File: src/hw/rtl/rkfi_pkg.sv
// ----------------------------------------------------------------------------
// rkfi_pkg: shared types and constants for the keyframe color interpolator
// Keyframe record layout, command and status codes, sequencer states and
// divider sizing.
// ----------------------------------------------------------------------------
package rkfi_pkg;

    // Command codes on i_op
    localparam logic [1:0] OP_WR_KEY   = 2'd0;
    localparam logic [1:0] OP_WR_COUNT = 2'd1;
    localparam logic [1:0] OP_EVAL     = 2'd2;

    // Result status codes
    localparam logic [1:0] ST_OK         = 2'd0;
    localparam logic [1:0] ST_NO_SEGMENT = 2'd1;
    localparam logic [1:0] ST_ZERO_PER   = 2'd2;

    localparam logic [23:0] WHITE_RGB = 24'hFFFFFF;

    // Shared divider: dividend holds |dc * dt| (< 2^24), divisor a 16-bit span
    localparam int DIVIDEND_W = 24;
    localparam int DIVISOR_W  = 16;

    typedef struct packed {
        logic [7:0]  red;
        logic [7:0]  green;
        logic [7:0]  blue;
        logic [15:0] pos;
    } t_key;

    typedef enum logic [3:0] {
        S_IDLE,
        S_LAST,
        S_PERIOD,
        S_MOD,
        S_RD_A,
        S_GET_A,
        S_RD_B,
        S_CHK,
        S_MUL,
        S_DGO,
        S_DIV,
        S_OUT
    } t_state;

endpackage

File: src/hw/rtl/rkfi_div.sv
// ----------------------------------------------------------------------------
// rkfi_div: shared iterative unsigned divider
// Restoring division, one quotient bit per cycle; gives quotient and remainder.
// ----------------------------------------------------------------------------
module rkfi_div
    import rkfi_pkg::*;
(
    input  logic                  i_clk,
    input  logic                  i_rst_n,
    input  logic                  i_start,
    input  logic [DIVIDEND_W-1:0] i_dividend,
    input  logic [DIVISOR_W-1:0]  i_divisor,
    output logic                  o_busy,
    output logic                  o_done,
    output logic [DIVIDEND_W-1:0] o_quotient,
    output logic [DIVISOR_W-1:0]  o_remainder
);

    localparam int CW = $clog2(DIVIDEND_W);

    logic                  r_busy, n_busy;
    logic                  r_done, n_done;
    logic [CW-1:0]         r_cnt, n_cnt;
    logic [DIVIDEND_W-1:0] r_quo, n_quo;
    logic [DIVISOR_W-1:0]  r_rem, n_rem;
    logic [DIVISOR_W-1:0]  r_dvs, n_dvs;

    logic [DIVISOR_W:0]    shifted;
    logic [DIVISOR_W:0]    diff;
    logic                  ge;

    assign shifted = {r_rem, r_quo[DIVIDEND_W-1]};
    assign ge      = shifted >= {1'b0, r_dvs};
    assign diff    = shifted - {1'b0, r_dvs};

    always_comb begin
        n_busy = r_busy;
        n_done = 1'b0;
        n_cnt  = r_cnt;
        n_quo  = r_quo;
        n_rem  = r_rem;
        n_dvs  = r_dvs;
        if (i_start) begin
            n_busy = 1'b1;
            n_cnt  = CW'(DIVIDEND_W - 1);
            n_quo  = i_dividend;
            n_rem  = '0;
            n_dvs  = i_divisor;
        end else if (r_busy) begin
            // remainder always stays below the divisor, so 16 bits suffice
            n_rem = ge ? diff[DIVISOR_W-1:0] : shifted[DIVISOR_W-1:0];
            n_quo = {r_quo[DIVIDEND_W-2:0], ge};
            if (r_cnt == '0) begin
                n_busy = 1'b0;
                n_done = 1'b1;
            end else begin
                n_cnt = r_cnt - 1'b1;
            end
        end
    end

    always_ff @(posedge i_clk) begin
        if (!i_rst_n) begin
            r_busy <= 1'b0;
            r_done <= 1'b0;
        end else begin
            r_busy <= n_busy;
            r_done <= n_done;
        end
    end

    always_ff @(posedge i_clk) begin
        r_cnt <= n_cnt;
        r_quo <= n_quo;
        r_rem <= n_rem;
        r_dvs <= n_dvs;
    end

    assign o_busy      = r_busy;
    assign o_done      = r_done;
    assign o_quotient  = r_quo;
    assign o_remainder = r_rem;

endmodule

File: config.mk
export PLATFORM = sky130hd
export DESIGN_NAME = rkfi_div
export DESIGN_NICKNAME = d
export VERILOG_FILES = /design/src/hw/rtl/rkfi_pkg.sv /design/src/hw/rtl/rkfi_div.sv
export SDC_FILE = /design/constraint.sdc
export NUM_CORES = 1
export LEC_CHECK = 0
export BUFFER_PORTS_ARGS = -buffer_cell sky130_fd_sc_hd__buf_2
export CORE_UTILIZATION = 54
export CTS_BUF_LIST = sky130_fd_sc_hd__clkbuf_4
export DETAILED_ROUTE_END_ITERATION = 7
export PLACE_DENSITY_LB_ADDON = 0.2
export SLEW_MARGIN = 20
export SYNTH_ARGS = -nofsm -noshare
export SYNTH_HDL_FRONTEND = slang
export SYNTH_SLANG_ARGS = --single-unit
File: constraint.sdc
create_clock -name i_clk -period 3.4 [get_ports i_clk]
set_clock_uncertainty 0.2 [all_clocks]
set_input_delay 0.17 -clock i_clk [delete_from_list [all_inputs] [get_ports i_clk]]
set_output_delay 0.17 -clock i_clk [all_outputs]
set_load 0.01 [all_outputs]
==> run summary <==
The logs give 0 for the count of final max-slew check failures and 0 for the number of maximum-capacitance constraint violations. In this run the vertical extent of the chip is 83.3 um. The pin slew with the least headroom to its limit came out at 901 ps. Counting flops and latches in the post-synthesis netlist gives 63. The count of clock tree sinks came out at 63. The run gives 6390 um2 as the placeable core area.

The worst hold path was traced through 5 stages. The tools report the launch point of the worst reg-to-reg path as r_dvs[1]. The first global-routing pass estimated 15500 um of wire. The critical path goes through inv_1 -> ha_1 -> nor2b_1 -> o31ai_2 -> a211oi_4 -> nor3_4 -> buf_4 -> nor3_1 -> a311o_1. The count of input and output buffers came out at 84. The remaining max-slew budget at the tightest pin is 0.399, and the static power due to leakage is 1.95 nW. For this run, the leading register cell type out of synthesis is sky130_fd_sc_hd__edfxtp_1. Detailed routing inserted a total of 3192 vias.

The number of distinct library cells after synthesis is 65. Global routing finished with a remaining overflow of 0. STA puts the critical path data required time at 3520 ps.

The tools report the count of final hold-check violations as 0. The overall die area was 6950 um2. The share of synthesized area occupied by flip-flops and latches was 0.465. The worst vdd rail ir drop was 0.000328 V. Area added between synthesis and finish: 29.2%.

Once detailed placement completed, the half-perimeter wirelength came to 6230 um. Initial antenna violation count: 0. The tree is rooted in a sky130_fd_sc_hd__clkbuf_4. The area share of the largest cell type after synthesis is 0.336.

The cell taking the most area after synthesis is sky130_fd_sc_hd__edfxtp_1. Pin placement for this block handled 85 I/O pins. The wire length per cell is 17.5 um. The path class of the tightest hold or removal check is primary input to flop. The run finished with clean final reports. The portion of the clock cycle consumed by the worst path in the final layout works out to 0.836. Based on the critical path, the design can be clocked at up to 352 MHz. Counting I/O delays and the setup requirement, the final critical path takes 2840 ps. STA classifies the critical path endpoint as a flop. Hold path endpoint: o_remainder[15]. The depth of the most critical reg-to-reg path was 9. Entering global routing, the biggest net connects 46 pins. In this run the core area contains 29 standard-cell rows. After detailed routing, the number of vias per cell comes to 5.88.

The maximum cell stage delay along the critical path is 440 ps. The number of clock buffers inserted by TritonCTS was 9; the residual antenna-violating net count after detailed routing was 0. Setup violations remaining at the end of the flow were counted as 0. The tools report the hold path startpoint as i_start. The via count of the first global-routing pass is 3093. TritonCTS built the clock tree.

The total buffers and inverters traversed by the critical path was 2; the count of yosys warnings during synthesis was 0. For flop-to-flop paths, the worst setup slack is 560 ps. The H-tree was split into 3 levels. The clock passes through at most 2 buffers. Setup repair after global routing left no endpoint under its margin.

Averaged over all synthesized cells, the footprint is 10.7 um2. Post-layout utilization of the core: 0.723. The antenna diode instance count was 0.

The clock insertion delay at the later pin of the skew report was 430 ps; the clock-pin transition on the worst setup and hold timing paths was 110 ps. Yosys mapped a number of flops with a built-in enable equal to 40. By area the synthesized netlist is led by sky130_fd_sc_hd__edfxtp_1 (34%), sky130_fd_sc_hd__dfxtp_1 (13%), sky130_fd_sc_hd__mux2_2 (7.6%), sky130_fd_sc_hd__ha_1 (6.0%), sky130_fd_sc_hd__a21oi_1 (2.8%). In this run the critical register-to-register path is captured at o_remainder[2]. The run gives 394 as the number of nets produced by synthesis.

The start-to-end type of the worst setup path was flop to flop. The tools report the type of element launching the critical path as a flop. The total routed wirelength was 9500 um.

The async set-or-reset flop fraction in the synthesized netlist is 0, and the largest fanout on the critical path is 10. Die width: 83.3 um. For this design the ratio of total power to cell area is 409 nW/um2.

After the last flow step, the layout net total stands at 522. The data arrival time of the critical path was 2960 ps; the global router's overall resource usage was 0.290. The proportion of layout cells with a drive suffix above 1 is 0.318.

After routing, the total negative slack on setup checks comes to 0 ps. The tightest hold margin is 26.5 ps. The final RePlAce weighted congestion is 0.887.

For this design, the slowest cell found on the critical path is sky130_fd_sc_hd__edfxtp_1. The logs give 0.560 for the initial core utilization and 333 for the number of standard cells after synthesis. For the initial DRC count, the log shows 195. The post-synthesis instance area is 3570 um2, and the residual DRC count is 0. The run gives 5 as the detailed-router iteration count before antenna repair.

Broken down by cell family, the worst path's largest delay share belongs to compound AO/OA/AOI/OAI gates.
==> metal layers <==
layer / track usage / up-vias / routed length, um
met5: 0 / - / 0
met4: 0.118 / 0 / 276
met3: 0.0875 / 30 / 776
met2: 0.470 / 152 / 4600
met1: 0.361 / 1487 / 3850
li1: - / 1523 / -
==> kinds of logic after synthesis <==
group                      Yosys count  share of synthesized area
adders and majority gates           18                     0.0651
buffers and inverters               38                     0.0448
muxes                               25                     0.0784
xor gates and xnor gates             7                     0.0172
and+or+nand+nor                     88                      0.131
AOI/OAI and AO/OA                   94                      0.199
DFF                                 63                      0.465
==> repair_timing <==
| action | in CTS | in global routing |
|---|---|---|
| resized for setup | 0 | 0 |
| endpoints found under the hold margin | 42 | 0 |
| endpoints found under the setup margin | 0 | 0 |
| buffers inserted | 0 | 0 |
| hold buffers | 41 | 0 |
==> placed cells by master (no fill, tap or decap), types with 4 or more instances in the layout <==
cell type and n:
sky130_fd_sc_hd__xnor2_1 6, sky130_fd_sc_hd__o21ai_0 18, sky130_fd_sc_hd__nor3_1 9, sky130_fd_sc_hd__nor2_1 21, sky130_fd_sc_hd__dlygate4sd3_1 41, sky130_fd_sc_hd__mux2_2 24
sky130_fd_sc_hd__clkbuf_4 10, sky130_fd_sc_hd__o211ai_1 9, sky130_fd_sc_hd__nand2b_1 4, sky130_fd_sc_hd__dfxtp_1 23, sky130_fd_sc_hd__edfxtp_1 40, sky130_fd_sc_hd__buf_4 5
sky130_fd_sc_hd__a211oi_1 7, sky130_fd_sc_hd__a21oi_1 20, sky130_fd_sc_hd__o31ai_1 4, sky130_fd_sc_hd__inv_1 25, sky130_fd_sc_hd__nand2_1 16, sky130_fd_sc_hd__nand4_1 6
sky130_fd_sc_hd__nand3_1 9, sky130_fd_sc_hd__ha_1 17, sky130_fd_sc_hd__buf_2 84
==> final cells by class <==
| type | count | area (um2) |
|---|---|---|
| Sequential cell | 63 | 1660 |
| Clock buffer | 10 | 75.1 |
| Timing Repair Buffer | 130 | 868 |
| Tap cell | 77 | 96.3 |
| Inverter | 25 | 93.8 |
| Multi-Input combinational cell | 232 | 1750 |
| Clock inverter | 6 | 68.8 |
| Fill cell | 472 | 1770 |
==> synth_stat cells (2+ instances only) <==
cell / n
sky130_fd_sc_hd__a211oi_1: 7
sky130_fd_sc_hd__a211oi_2: 2
sky130_fd_sc_hd__a21o_1: 3
sky130_fd_sc_hd__a21oi_1: 20
sky130_fd_sc_hd__a311oi_1: 2
sky130_fd_sc_hd__a31oi_1: 2
sky130_fd_sc_hd__and2_1: 3
sky130_fd_sc_hd__and3_1: 3
sky130_fd_sc_hd__buf_1: 2
sky130_fd_sc_hd__buf_2: 4
sky130_fd_sc_hd__clkbuf_1: 4
sky130_fd_sc_hd__dfxtp_1: 23
sky130_fd_sc_hd__edfxtp_1: 40
sky130_fd_sc_hd__ha_1: 17
sky130_fd_sc_hd__inv_1: 25
sky130_fd_sc_hd__mux2_2: 24
sky130_fd_sc_hd__nand2_1: 16
sky130_fd_sc_hd__nand2b_1: 4
sky130_fd_sc_hd__nand3_1: 9
sky130_fd_sc_hd__nand4_1: 6
sky130_fd_sc_hd__nor2_1: 21
sky130_fd_sc_hd__nor2b_1: 3
sky130_fd_sc_hd__nor3_1: 9
sky130_fd_sc_hd__nor4_1: 3
sky130_fd_sc_hd__o2111ai_1: 2
sky130_fd_sc_hd__o211ai_1: 9
sky130_fd_sc_hd__o21a_1: 3
sky130_fd_sc_hd__o21ai_0: 18
sky130_fd_sc_hd__o311ai_1: 3
sky130_fd_sc_hd__o31ai_1: 4
sky130_fd_sc_hd__or3_1: 3
sky130_fd_sc_hd__xnor2_1: 6
==> power by group <==
group          switching (W)  internal [W]
Combinational       0.000238      0.000196
Clock               0.000301      0.000236
Sequential         0.0000360      0.000881
==> tightest hold or removal path, cell delays in order <==
cell                      delay, ps
sky130_fd_sc_hd__buf_2          100
sky130_fd_sc_hd__nor2_1          50
sky130_fd_sc_hd__buf_4          160
sky130_fd_sc_hd__nand2_1         70
sky130_fd_sc_hd__o31ai_1         50
==> how the worst max path moves through the flow <==
stage	depth (start not counted)	startpoint	to
final	9	r_dvs[1]	o_remainder[2]
after global routing	9	r_dvs[1]	o_remainder[0]
after detailed placement	9	r_dvs[1]	o_remainder[2]
after floorplan	8	o_remainder[13]	o_quotient[0]
after CTS	9	r_dvs[1]	o_remainder[2]
after global placement	9	r_dvs[1]	o_remainder[2]
==> metrics by stage <==
step / total power [W] / std cells / setup WS, ps / cell area, um2
floorplan: 0.00119 / 333 / 809 / 3570
global placement: 0.00131 / 486 / 596 / 4060
detailed placement: 0.00132 / 486 / 608 / 4060
CTS: 0.00188 / 543 / 587 / 4620
global route: 0.00198 / 543 / 440 / 4620
finish: 0.00189 / 543 / 557 / 4620
==> flip-flops by register name (all words and copies together), names as in the netlist <==
register and count:
o_remainder 16, o_done 1, r_cnt 5, o_busy 1, o_quotient 24, r_dvs 16
(Power assumes the default switching activity.)
